### src/rtl/wcsp_pkg.sv
`timescale 1ns / 1ps
`default_nettype none

package wcsp_pkg;

    // chunk and file tags, little-endian as they arrive on the stream
    localparam logic [31:0] TAG_RIFF = 32'h4646_4952;
    localparam logic [31:0] TAG_WAVE = 32'h4556_4157;
    localparam logic [31:0] TAG_FMT  = 32'h2074_6D66;
    localparam logic [31:0] TAG_DATA = 32'h6174_6164;

    localparam logic [31:0] MIN_FILE_LEN = 32'd44;
    localparam int unsigned FMT_BYTES    = 16;
    localparam int unsigned HDR_BYTES    = 8;
    localparam int unsigned IDX_W        = $clog2(FMT_BYTES + 1);

    localparam int unsigned TDATA_W = 176;

    // final status codes
    localparam logic [2:0] ST_OK          = 3'd0;
    localparam logic [2:0] ST_TOO_SMALL   = 3'd1;
    localparam logic [2:0] ST_BAD_RIFF    = 3'd2;
    localparam logic [2:0] ST_BAD_WAVE    = 3'd3;
    localparam logic [2:0] ST_SHORT_FMT   = 3'd4;
    localparam logic [2:0] ST_DATA_PAST   = 3'd5;
    localparam logic [2:0] ST_MISSING     = 3'd6;

    typedef struct packed {
        logic        payload_valid;
        logic [7:0]  payload_byte;
        logic        payload_first;
        logic        done_res;
        logic [2:0]  status;
        logic [15:0] format_tag;
        logic [15:0] channel_count;
        logic [31:0] sample_rate;
        logic [31:0] avg_bytes_per_sec;
        logic [15:0] block_align;
        logic [15:0] bits_per_sample;
        logic [31:0] data_length;
    } result_t;

endpackage

`default_nettype wire

### src/rtl/wcsp_core.sv
`timescale 1ns / 1ps
`default_nettype none

module wcsp_core
    import wcsp_pkg::*;
(
    input  wire logic        clk,
    input  wire logic        rst_n,
    input  wire logic        byte_valid,
    input  wire logic [7:0]  byte_value,
    input  wire logic        cfg_fire,
    input  wire logic [31:0] cfg_data,
    output logic             res_valid,
    output result_t          res
);

    typedef enum logic [2:0] {
        PH_RIFF, PH_SIZE, PH_WAVE, PH_HDR, PH_BODY, PH_PAD, PH_DONE
    } phase_t;

    typedef enum logic [1:0] {
        KIND_OTHER, KIND_FMT, KIND_DATA
    } kind_t;

    phase_t             phase_reg, phase_next;
    kind_t              chunk_kind_reg, chunk_kind_next;
    logic [31:0]        file_length_reg, file_length_next;
    logic [31:0]        byte_offset_reg, byte_offset_next;
    logic [31:0]        chunk_remaining_reg, chunk_remaining_next;
    logic [63:0]        header_shift_reg, header_shift_next;
    logic               pad_pending_reg, pad_pending_next;
    logic               fmt_seen_reg, fmt_seen_next;
    logic               data_seen_reg, data_seen_next;
    logic [127:0]       fmt_words_reg, fmt_words_next;
    logic [31:0]        data_size_reg, data_size_next;
    logic [IDX_W-1:0]   body_idx_reg, body_idx_next;

    logic [63:0]        shifted;
    logic [32:0]        pos_plus1;
    logic [31:0]        remaining_dec;
    logic [31:0]        hdr_id;
    logic [31:0]        hdr_size;
    logic [32:0]        data_end;
    logic [32:0]        fmt_end;

    assign shifted       = {byte_value, header_shift_reg[63:8]};
    assign pos_plus1     = {1'b0, byte_offset_reg} + 33'd1;
    assign remaining_dec = chunk_remaining_reg - 32'd1;
    assign hdr_id        = shifted[31:0];
    assign hdr_size      = shifted[63:32];
    assign data_end      = pos_plus1 + {1'b0, hdr_size};
    assign fmt_end       = pos_plus1 + 33'(FMT_BYTES);

    always_comb
    begin
        logic       emit;
        logic       pv;
        logic       pf;
        logic       done;
        logic [2:0] st;
        logic       ok;

        phase_next           = phase_reg;
        chunk_kind_next      = chunk_kind_reg;
        file_length_next     = file_length_reg;
        byte_offset_next     = byte_offset_reg;
        chunk_remaining_next = chunk_remaining_reg;
        header_shift_next    = header_shift_reg;
        pad_pending_next     = pad_pending_reg;
        fmt_seen_next        = fmt_seen_reg;
        data_seen_next       = data_seen_reg;
        fmt_words_next       = fmt_words_reg;
        data_size_next       = data_size_reg;
        body_idx_next        = body_idx_reg;
        emit = 1'b0;
        pv   = 1'b0;
        pf   = 1'b0;
        done = 1'b0;
        st   = ST_OK;

        if (byte_valid && phase_reg != PH_DONE)
        begin
            if (byte_offset_reg == 32'd0 && file_length_reg < MIN_FILE_LEN)
            begin
                done = 1'b1;
                st   = ST_TOO_SMALL;
            end
            else
            begin
                unique case (phase_reg)
                    PH_RIFF:
                    begin
                        header_shift_next = shifted;
                        if (byte_offset_reg >= 32'd3)
                        begin
                            if (shifted[63:32] != TAG_RIFF)
                            begin
                                done = 1'b1;
                                st   = ST_BAD_RIFF;
                            end
                            else
                            begin
                                phase_next = PH_SIZE;
                            end
                        end
                    end
                    PH_SIZE:
                    begin
                        if (byte_offset_reg >= 32'd7)
                        begin
                            phase_next = PH_WAVE;
                        end
                    end
                    PH_WAVE:
                    begin
                        header_shift_next = shifted;
                        if (byte_offset_reg >= 32'd11)
                        begin
                            if (shifted[63:32] != TAG_WAVE)
                            begin
                                done = 1'b1;
                                st   = ST_BAD_WAVE;
                            end
                            else
                            begin
                                phase_next           = PH_HDR;
                                chunk_remaining_next = 32'(HDR_BYTES);
                            end
                        end
                    end
                    PH_HDR:
                    begin
                        header_shift_next    = shifted;
                        chunk_remaining_next = remaining_dec;
                        if (remaining_dec == 32'd0)
                        begin
                            pad_pending_next     = hdr_size[0];
                            chunk_remaining_next = hdr_size;
                            chunk_kind_next      = KIND_OTHER;
                            body_idx_next        = '0;
                            if (hdr_id == TAG_FMT)
                            begin
                                if (hdr_size < 32'(FMT_BYTES)
                                    || fmt_end > {1'b0, file_length_reg})
                                begin
                                    done = 1'b1;
                                    st   = ST_SHORT_FMT;
                                end
                                else
                                begin
                                    chunk_kind_next = KIND_FMT;
                                    fmt_words_next  = '0;
                                end
                            end
                            else if (hdr_id == TAG_DATA)
                            begin
                                if (data_end > {1'b0, file_length_reg})
                                begin
                                    done = 1'b1;
                                    st   = ST_DATA_PAST;
                                end
                                else
                                begin
                                    chunk_kind_next = KIND_DATA;
                                    data_seen_next  = 1'b1;
                                    data_size_next  = hdr_size;
                                    if (hdr_size == 32'd0)
                                    begin
                                        // empty data chunk still marks a new chunk
                                        pf   = 1'b1;
                                        emit = 1'b1;
                                        if (fmt_seen_reg)
                                        begin
                                            done = 1'b1;
                                            st   = ST_OK;
                                        end
                                    end
                                end
                            end
                            if (!done)
                            begin
                                if (hdr_size == 32'd0)
                                begin
                                    phase_next           = PH_HDR;
                                    chunk_remaining_next = 32'(HDR_BYTES);
                                end
                                else
                                begin
                                    phase_next = PH_BODY;
                                end
                            end
                        end
                    end
                    PH_BODY:
                    begin
                        if (chunk_kind_reg == KIND_FMT)
                        begin
                            for (int i = 0; i < FMT_BYTES; i++)
                            begin
                                if (body_idx_reg == IDX_W'(i))
                                begin
                                    fmt_words_next[i*8 +: 8] = byte_value;
                                end
                            end
                        end
                        if (body_idx_reg < IDX_W'(FMT_BYTES))
                        begin
                            body_idx_next = body_idx_reg + IDX_W'(1);
                        end
                        if (chunk_kind_reg == KIND_DATA)
                        begin
                            pv   = 1'b1;
                            pf   = (body_idx_reg == '0);
                            emit = 1'b1;
                        end
                        chunk_remaining_next = remaining_dec;
                        if (chunk_kind_reg == KIND_FMT
                            && body_idx_reg == IDX_W'(FMT_BYTES - 1))
                        begin
                            fmt_seen_next = 1'b1;
                            if (data_seen_reg)
                            begin
                                done = 1'b1;
                                st   = ST_OK;
                            end
                        end
                        if (!done && remaining_dec == 32'd0)
                        begin
                            if (chunk_kind_reg == KIND_DATA && fmt_seen_reg)
                            begin
                                done = 1'b1;
                                st   = ST_OK;
                            end
                            else if (pad_pending_reg)
                            begin
                                phase_next = PH_PAD;
                            end
                            else
                            begin
                                phase_next           = PH_HDR;
                                chunk_remaining_next = 32'(HDR_BYTES);
                            end
                        end
                    end
                    PH_PAD:
                    begin
                        phase_next           = PH_HDR;
                        chunk_remaining_next = 32'(HDR_BYTES);
                    end
                    default:
                    begin
                        phase_next = phase_reg;
                    end
                endcase
            end

            // last byte of the file without a verdict
            if (!done && pos_plus1 == {1'b0, file_length_reg})
            begin
                done = 1'b1;
                st   = ST_MISSING;
            end
            byte_offset_next = pos_plus1[31:0];
            if (done)
            begin
                phase_next = PH_DONE;
            end
        end

        // a length write starts a new file
        if (cfg_fire)
        begin
            file_length_next     = cfg_data;
            phase_next           = PH_RIFF;
            chunk_kind_next      = KIND_OTHER;
            byte_offset_next     = '0;
            chunk_remaining_next = '0;
            header_shift_next    = '0;
            pad_pending_next     = 1'b0;
            fmt_seen_next        = 1'b0;
            data_seen_next       = 1'b0;
            fmt_words_next       = '0;
            data_size_next       = '0;
            body_idx_next        = '0;
        end

        ok        = done && st == ST_OK;
        res_valid = emit || done;
        res.payload_valid     = pv;
        res.payload_byte      = pv ? byte_value : 8'd0;
        res.payload_first     = pf;
        res.done_res          = done;
        res.status            = st;
        res.format_tag        = ok ? fmt_words_next[15:0]    : 16'd0;
        res.channel_count     = ok ? fmt_words_next[31:16]   : 16'd0;
        res.sample_rate       = ok ? fmt_words_next[63:32]   : 32'd0;
        res.avg_bytes_per_sec = ok ? fmt_words_next[95:64]   : 32'd0;
        res.block_align       = ok ? fmt_words_next[111:96]  : 16'd0;
        res.bits_per_sample   = ok ? fmt_words_next[127:112] : 16'd0;
        res.data_length       = ok ? data_size_next          : 32'd0;
    end

    always_ff @(posedge clk or negedge rst_n)
    begin
        if (!rst_n)
        begin
            phase_reg           <= PH_RIFF;
            chunk_kind_reg      <= KIND_OTHER;
            file_length_reg     <= '0;
            byte_offset_reg     <= '0;
            chunk_remaining_reg <= '0;
            header_shift_reg    <= '0;
            pad_pending_reg     <= 1'b0;
            fmt_seen_reg        <= 1'b0;
            data_seen_reg       <= 1'b0;
            fmt_words_reg       <= '0;
            data_size_reg       <= '0;
            body_idx_reg        <= '0;
        end
        else
        begin
            phase_reg           <= phase_next;
            chunk_kind_reg      <= chunk_kind_next;
            file_length_reg     <= file_length_next;
            byte_offset_reg     <= byte_offset_next;
            chunk_remaining_reg <= chunk_remaining_next;
            header_shift_reg    <= header_shift_next;
            pad_pending_reg     <= pad_pending_next;
            fmt_seen_reg        <= fmt_seen_next;
            data_seen_reg       <= data_seen_next;
            fmt_words_reg       <= fmt_words_next;
            data_size_reg       <= data_size_next;
            body_idx_reg        <= body_idx_next;
        end
    end

    // header countdown never leaves its range
    a_hdr_count: assert property (@(posedge clk) disable iff (!rst_n)
        phase_reg == PH_HDR |-> (chunk_remaining_reg != 32'd0
                                 && chunk_remaining_reg <= 32'(HDR_BYTES)))
        else $error("header byte count out of range");

    // audio bytes only come out of a data chunk body
    a_payload_src: assert property (@(posedge clk) disable iff (!rst_n)
        (byte_valid && res_valid && res.payload_valid)
            |-> (phase_reg == PH_BODY && chunk_kind_reg == KIND_DATA))
        else $error("payload byte outside data chunk body");

    // a verdict parks the parser
    a_done_parks: assert property (@(posedge clk) disable iff (!rst_n)
        (byte_valid && res.done_res && !cfg_fire) |=> phase_reg == PH_DONE)
        else $error("parser did not stop after final status");

endmodule

`default_nettype wire

### src/rtl/wcsp_out_buf.sv
`timescale 1ns / 1ps
`default_nettype none

module wcsp_out_buf
    import wcsp_pkg::*;
(
    input  wire logic    clk,
    input  wire logic    rst_n,
    input  wire logic    in_valid,
    output logic         in_ready,
    input  wire result_t in_data,
    output logic         out_valid,
    input  wire logic    out_ready,
    output result_t      out_data
);

    logic    main_valid_reg;
    logic    skid_valid_reg;
    result_t main_reg;
    result_t skid_reg;
    logic    push;
    logic    main_free;

    assign in_ready  = !skid_valid_reg;
    assign out_valid = main_valid_reg;
    assign out_data  = main_reg;
    assign push      = in_valid && in_ready;
    assign main_free = !main_valid_reg || out_ready;

    always_ff @(posedge clk or negedge rst_n)
    begin
        if (!rst_n)
        begin
            main_valid_reg <= 1'b0;
            skid_valid_reg <= 1'b0;
        end
        else if (main_free)
        begin
            main_valid_reg <= skid_valid_reg || push;
            skid_valid_reg <= 1'b0;
        end
        else if (push)
        begin
            skid_valid_reg <= 1'b1;
        end
    end

    always_ff @(posedge clk)
    begin
        if (main_free)
        begin
            main_reg <= skid_valid_reg ? skid_reg : in_data;
        end
        else if (push)
        begin
            skid_reg <= in_data;
        end
    end

    // skid only fills behind a held main stage
    a_skid_behind_main: assert property (@(posedge clk) disable iff (!rst_n)
        skid_valid_reg |-> main_valid_reg)
        else $error("skid stage holds data with main stage empty");

    // a drained main stage is refilled from the skid stage
    a_skid_drains: assert property (@(posedge clk) disable iff (!rst_n)
        (skid_valid_reg && out_ready) |=> (main_valid_reg && !skid_valid_reg))
        else $error("skid stage did not drain");

endmodule

`default_nettype wire

### src/rtl/wav_chunk_stream_parser.sv
// results are registered: the combinational parse step feeds the output stage, which drives m_tvalid
// throughput: one byte per cycle while s_tready is high, set by the single-pass parse step and two-entry output stage
// s_tready drops only while both output entries hold results the sink has not taken
// reset: all parser state cleared, file length 0, so the first byte reports too small
// a cfg write of the file length restarts the parser; cfg_ready is always high
`timescale 1ns / 1ps
`default_nettype none

module wav_chunk_stream_parser
    import wcsp_pkg::*;
(
    input  wire logic               clk,
    input  wire logic               rst_n,

    // file byte stream
    input  wire logic               s_tvalid,
    output logic                    s_tready,
    input  wire logic [7:0]         s_tdata,   // [7:0] byte_value

    // parse results
    output logic                    m_tvalid,
    input  wire logic               m_tready,
    // [7:0] payload_byte, [10:8] status, [26:11] format_tag,
    // [42:27] channel_count, [74:43] sample_rate, [106:75] avg_bytes_per_sec,
    // [122:107] block_align, [138:123] bits_per_sample, [170:139] data_length,
    // [175:171] zero
    output logic [TDATA_W-1:0]      m_tdata,
    output logic [1:0]              m_tuser,   // [0] payload_valid, [1] payload_first
    output logic                    m_tlast,   // done_res

    // file length register
    input  wire logic               cfg_valid,
    output logic                    cfg_ready,
    input  wire logic [31:0]        cfg_data
);

    logic    in_fire;
    logic    cfg_fire;
    logic    res_valid;
    result_t res;
    result_t out_res;

    // the register is taken in any cycle
    assign cfg_ready = 1'b1;
    assign cfg_fire  = cfg_valid && cfg_ready;
    assign in_fire   = s_tvalid && s_tready;

    // parse step: state update and result for the byte in this transfer
    wcsp_core u_core (
        .clk        (clk),
        .rst_n      (rst_n),
        .byte_valid (in_fire),
        .byte_value (s_tdata),
        .cfg_fire   (cfg_fire),
        .cfg_data   (cfg_data),
        .res_valid  (res_valid),
        .res        (res)
    );

    // result register plus skid entry, so bytes keep flowing while the sink stalls until the skid entry fills
    wcsp_out_buf u_out_buf (
        .clk       (clk),
        .rst_n     (rst_n),
        .in_valid  (res_valid),
        .in_ready  (s_tready),
        .in_data   (res),
        .out_valid (m_tvalid),
        .out_ready (m_tready),
        .out_data  (out_res)
    );

    assign m_tdata = {5'd0,
                      out_res.data_length,
                      out_res.bits_per_sample,
                      out_res.block_align,
                      out_res.avg_bytes_per_sec,
                      out_res.sample_rate,
                      out_res.channel_count,
                      out_res.format_tag,
                      out_res.status,
                      out_res.payload_byte};
    assign m_tuser = {out_res.payload_first, out_res.payload_valid};
    assign m_tlast = out_res.done_res;

endmodule

`default_nettype wire
### config.mk
export PLATFORM = sky130hd
export DESIGN_NAME = wav_chunk_stream_parser
export DESIGN_NICKNAME = d
export VERILOG_FILES = /design/src/rtl/wcsp_pkg.sv /design/src/rtl/wcsp_core.sv /design/src/rtl/wcsp_out_buf.sv /design/src/rtl/wav_chunk_stream_parser.sv
export SDC_FILE = /design/constraint.sdc
export NUM_CORES = 2
export LEC_CHECK = 0
export BUFFER_PORTS_ARGS = -buffer_cell sky130_fd_sc_hd__buf_2
export CORE_MARGIN = 4
export CORE_UTILIZATION = 62
export CTS_CLUSTER_DIAMETER = 30
export DETAILED_ROUTE_END_ITERATION = 10
export GPL_ROUTABILITY_DRIVEN = 0
export PLACE_DENSITY_LB_ADDON = 0.08
export SYNTH_ARGS = -nofsm -noshare
export SYNTH_HDL_FRONTEND = slang
export SYNTH_HIERARCHICAL = 1
export SYNTH_SLANG_ARGS = --single-unit
### constraint.sdc
create_clock -name clk -period 27.4 [get_ports clk]
set_input_delay 4.11 -clock clk [delete_from_list [all_inputs] [get_ports clk]]
set_output_delay 4.11 -clock clk [all_outputs]
set_load 0.01 [all_outputs]
Yosys cells after proc, flatten, opt, wreduce, memory -nomap -nowiden
Cells that the tools add are included.
{"block": "word_totals", "register_bits": 683, "word_cells": 307}
{"block": "op_classes", "n_addsub": 5, "n_lt_le_gt_ge": 8, "n_eq_ne": 45, "n_mux": 167, "n_bitwise": 1, "reduce_logical": 43}
{"op": "128-bit 2-to-1 mux", "count": 7}
{"op": "32-bit 2-to-1 mux", "count": 24}
{"op": "64-bit 2-to-1 mux", "count": 4}
{"op": "128-bit case mux with 2 select lines", "count": 1}
{"op": "174-bit 2-to-1 mux", "count": 1}
{"op": "8-bit 2-to-1 mux", "count": 17}
{"op": "32-bit case mux with 4 select lines", "count": 1}
{"op": "32-bit zero test", "count": 3}
{"op": "3-bit 2-to-1 mux", "count": 25}
{"op": "33-bit by 32-bit > comparator with 1-bit output", "count": 2}
{"op": "16-bit 2-to-1 mux", "count": 4}
{"op": "32-bit by 31-bit != test with 1-bit output, second input constant", "count": 2}
{"op": "1-bit 2-to-1 mux", "count": 62}
{"op": "5-bit by 4-bit equality test with 1-bit output, second input constant", "count": 8}
{"op": "32-bit by 1-bit adder with 33-bit output, second input constant", "count": 1}
{"op": "33-bit by 32-bit adder with 33-bit output", "count": 1}
{"op": "33-bit by 5-bit adder with 33-bit output, second input constant", "count": 1}
{"op": "33-bit by 32-bit equality test with 1-bit output", "count": 1}
{"op": "32-bit by 30-bit equality test with 1-bit output, second input constant", "count": 1}
{"op": "32-bit by 31-bit equality test with 1-bit output, second input constant", "count": 1}
{"op": "32-bit by 2-bit >= comparator with 1-bit output, second input constant", "count": 1}
{"op": "32-bit by 3-bit >= comparator with 1-bit output, second input constant", "count": 1}
{"op": "32-bit by 4-bit >= comparator with 1-bit output, second input constant", "count": 1}
{"op": "32-bit by 5-bit less-than comparator with 1-bit output, second input constant", "count": 1}
{"op": "41 further kinds", "count": 98}

Logic depth before layout (Yosys ltp)
{"block": "depth", "ltp_word": 23, "ltp_mapped": 32}

Modules after synthesis
The synthesis kept the hierarchy.
{"module": "wcsp_core", "n_inst": 1, "cells_per_inst": 2553, "area_each_um2": 22431.5, "seq_area_each_um2": 8132.8}
{"module": "wcsp_out_buf", "n_inst": 1, "cells_per_inst": 550, "area_each_um2": 13165.1, "seq_area_each_um2": 10500.1}
{"module": "wav_chunk_stream_parser", "n_inst": 1, "cells_per_inst": 9, "area_each_um2": 58.8, "seq_area_each_um2": 0.0}

Worst setup path before layout
No wires, ideal clock.
{"block": "synth_path", "path_type": "input-to-reg", "startpoint": "input m_tready", "endpoint": "register u_out_buf/skid_reg[0] (netlist name) (enable)", "setup_time_ns": 2.722, "arrival_time_ns": 20.929, "t_required_ns": 24.678, "setup_slack_ns": 3.749, "cell_stages": 2, "path_cell_list": "nand2b_1 nor3b_1"}
{"block": "synth_between", "elab_chain_len": 3}
{"item": "start, declared", "line_no": "wav_chunk_stream_parser.sv:22", "rtl": "input wire logic m_tready,"}
{"item": "1-bit logical OR", "line_no": "wcsp_out_buf.sv:28", "rtl": "assign main_free = !main_valid_reg || out_ready;"}
{"item": "1-bit NOT (no source line)"}
{"item": "2-bit AND reduction (no source line)"}
{"item": "end signal, assigned", "line_no": "wcsp_out_buf.sv:56", "rtl": "skid_reg <= in_data;"}
{"item": "end, declared", "line_no": "wcsp_out_buf.sv:20", "rtl": "result_t skid_reg;"}
Every way passes these cells.
A chain may end at the register's enable or synchronous reset.

==> flow_metrics.py <==
metrics = {
    "outcome": {
        "status": "finished clean",
    },
    "yosys": {
        "synthCells": 3112,
        "ys_seq_elements": 675,
        "ys_seq_area_frac": 0.523,
        "yosysUniqueCellTypes": 99,
        "synth_edf_count": 348,
        "synth_area_um2": 35700,
        "synth_warnings": 6,
        "syn_area_per_cell_um2": 11.5,
        "synthArstFlopShare": 0.484,
        "ys.flop_type": "edfxtp_1",
    },
    "floorplanning": {
        "die_area_um2": 61400,
        "die_x_um": 248,
        "num_rows": 87,
        "initial_core_util": 0.629,
        "io_pins": 227,
        "core_area_um2": 56700,
        "dieHeight_um": 248,
    },
    "worst_setup_path": {
        "path_delay_family": "compound AO/OA/AOI/OAI gates",
        "max_stage_delay_ns": 0.97,
        "path_class": "flip-flop to flip-flop",
        "arrival_ns": 10.97,
        "crit_path_end_kind": "flip-flop",
        "startpoint_type": "flip-flop",
        "cp.required_ns": 27.81,
        "cp_num_buf_inv": 2,
        "cp_max_fo": 83,
        "cp_common_cell": "ha_1",
        "critPathSlowestCell": "buf_4",
    },
    "power_and_ir_drop": {
        "vdd.ir_drop.worst_mv": 0.0590,
        "cellPowerDensity_nw_per_um2": 66.8,
        "intPower_w": 0.00209,
        "sequentialPowerShare": 0.397,
        "p_switching_w": 0.000670,
        "sw_frac_of_total": 0.243,
        "p_comb_frac": 0.063,
        "clkPwrFrac": 0.540,
        "p_leak_nw": 17.8,
    },
    "cts": {
        "cts_buffers": 118,
        "cts-resized-gates": 0,
        "htree_levels": 3,
        "cts_setup_buffers": 0,
        "cts_sinks": 675,
        "cts.clk_slew.worst_paths_ns": 0.05,
        "cts.path.max_buffers": 3,
        "hold_buffers": 0,
        "clk_latency_ns": 0.68,
        "cts_tree": "built",
        "cts_root_buffer": "clkbuf_16",
    },
    "global_route": {
        "grt_max_degree": 175,
        "grt_pass1_vias": 27400,
        "grt_pass1_wl_mm": 160,
        "overflow": 0,
        "antenna_found_initial": 1,
        "track_usage": 0.335,
    },
    "layout": {
        "final_cell_mix": "348 x edfxtp_1, 326 x dfrtp_1, 290 x nand2_1, 218 x buf_2, 191 x a21oi_1",
        "drive_gt1_frac": 0.217,
        "nets": 3458,
        "syn2layout_area_growth_pct": 15.9,
        "num_antenna_cells": 0,
        "final_common_cell": "edfxtp_1",
    },
    "routing": {
        "dr.pass1.iters": 7,
        "via_count": 27800,
        "drt_first_iter_violations": 3200,
        "drtAntennaViolNets": 0,
        "viasPerCell": 6.69,
        "drt-total-wl_mm": 104,
        "drc": 0,
        "wl_per_cell_um": 25.0,
    },
    "timing": {
        "rsz0062_at_grt": "no",
        "fin_tns_setup_ns": 0,
        "slew_headroom": 0.164,
        "setup_violations": 0,
        "fin_crit_ns": 10.55,
        "max_freq_ghz": 0.0947,
        "tightestPinTransition_ns": 1.24,
        "layout_setup_ws_ns": 16.85,
        "slew_violations": 0,
        "hold_viol": 0,
        "skew_ns": 0.0489,
        "post-route-period-util": 0.385,
    },
    "min_path": {
        "min_path_type": "flip-flop to flip-flop",
    },
    "placed_design": {
        "port_buffers": 220,
        "dp_hpwl_mm": 69.7,
        "pre_cts_slack_ns": 16.83,
    },
    "flow_run": {
        "maxCapViolCount": 0,
    },
}
==> worst register-to-register path: stages, from the launching register on <==
cell	delay [ns]
dfrtp_1	0.55
ha_1	0.53
nand3_1	0.47
nor3_2	0.74
xor2_1	0.35
ha_1	0.36
nand2_1	0.12
o21ai_0	0.12
a2111oi_0	0.95
o21bai_1	0.20
a21o_1	0.22
a21oi_1	0.16
xnor2_1	0.10
ha_1	0.31
nand4_1	0.13
nor4_1	0.74
o31ai_1	0.23
a2111oi_0	0.43
o21ai_0	0.29
nand2_1	0.16
mux2_2	0.45
a31oi_1	0.20
nand4_1	0.14
buf_4	0.70
buf_4	1.02
nor3b_1	0.28
mux2_4	0.34
==> metal layers <==
layer | vias up | GRT usage | wire length (um)
li1 | 12100 | - | -
met1 | 13700 | 0.426 | 39000
met2 | 1602 | 0.532 | 48800
met3 | 449 | 0.0682 | 9090
met4 | 2 | 0.205 | 7270
met5 | - | 0 | 9
==> stage by stage <==
step                      instance area (um^2)   util  std cells  power (W)  hold WS, ns
after detailed placement                 37200  0.655       3938    0.00128        0.476
after global routing                     41300  0.728       4163    0.00284        0.498
after floorplan                          35700      -       3116    0.00121        0.448
after CTS                                41300  0.728       4163    0.00277        0.489
after global placement                   37200  0.655       3938    0.00128        0.473
final                                    41300  0.728       4163    0.00276        0.489
==> cells by family (layout without fill, tap and decap cells) <==
logic type               after synthesis  count (layout)  synth area share
AND/OR/NAND/NOR                     1016            1016             0.158
other                                  2               6          0.000211
buffers and inverters                295             586            0.0366
adder cells (fa/ha/maj)              114             114            0.0400
XOR/XNOR                             138             138            0.0351
multiplexers                         191             191            0.0732
AO/OA/AOI/OAI                        681             681             0.134
flip-flops                           675             675             0.523
==> power by group through the flow <==
stage	Sequential, W	Clock (W)	Combinational, W
3_5_place_dp	0.00111	0	0.000168
5_1_grt	0.00110	0.00156	0.000187
3_3_place_gp	0.00111	0	0.000165
4_1_cts	0.00110	0.00150	0.000170
6_report	0.00110	0.00149	0.000173
2_1_floorplan	0.00111	0	0.000100
==> cells in the mapped netlist (all sizes together) (78+ instances only) <==
cell,count,area (um^2)
inv,105,394
mux2,176,2460
dfrtp,327,8180
clkbuf,119,450
edfxtp,348,10500
nor3b,150,1250
a22o,97,850
a21oi,191,956
xnor2,82,718
o21ai,138,691
nand4,78,494
nand2,290,1090
ha,110,1380
nor2,139,522
==> area by class of cell <==
cell class,instances,area [um^2]
clock buffers,144,3240
clock inverters,81,917
fillers,3960,15400
inverters,106,398
multi-input cells,2146,15800
flip-flops and latches,675,18600
well taps,756,946
repair buffers,255,1390
==> final timing paths <==
check                                                         end  cells past startpoint                                  start  slack [ns]
min in group asynchronous  u_core/byte_offset_reg[23]$_DFFE_PN0N_                      1                                  rst_n        3.42
max in group asynchronous       u_core/fmt_words_reg[1]$_DFF_PN0_                      3                                  rst_n       21.86
min                           u_core/fmt_words_reg[116]$_DFF_PN0_                      1    u_core/fmt_words_reg[116]$_DFF_PN0_        0.49
max                             u_out_buf/out_data[118]$_DFFE_PP_                     26  u_core/byte_offset_reg[0]$_DFFE_PN0N_       16.85
min reg2reg                   u_core/fmt_words_reg[116]$_DFF_PN0_                      1    u_core/fmt_words_reg[116]$_DFF_PN0_        0.49
max reg2reg                     u_out_buf/out_data[118]$_DFFE_PP_                     26  u_core/byte_offset_reg[0]$_DFFE_PN0N_       16.85
No activity file was read; power rests on OpenSTA's default activity.
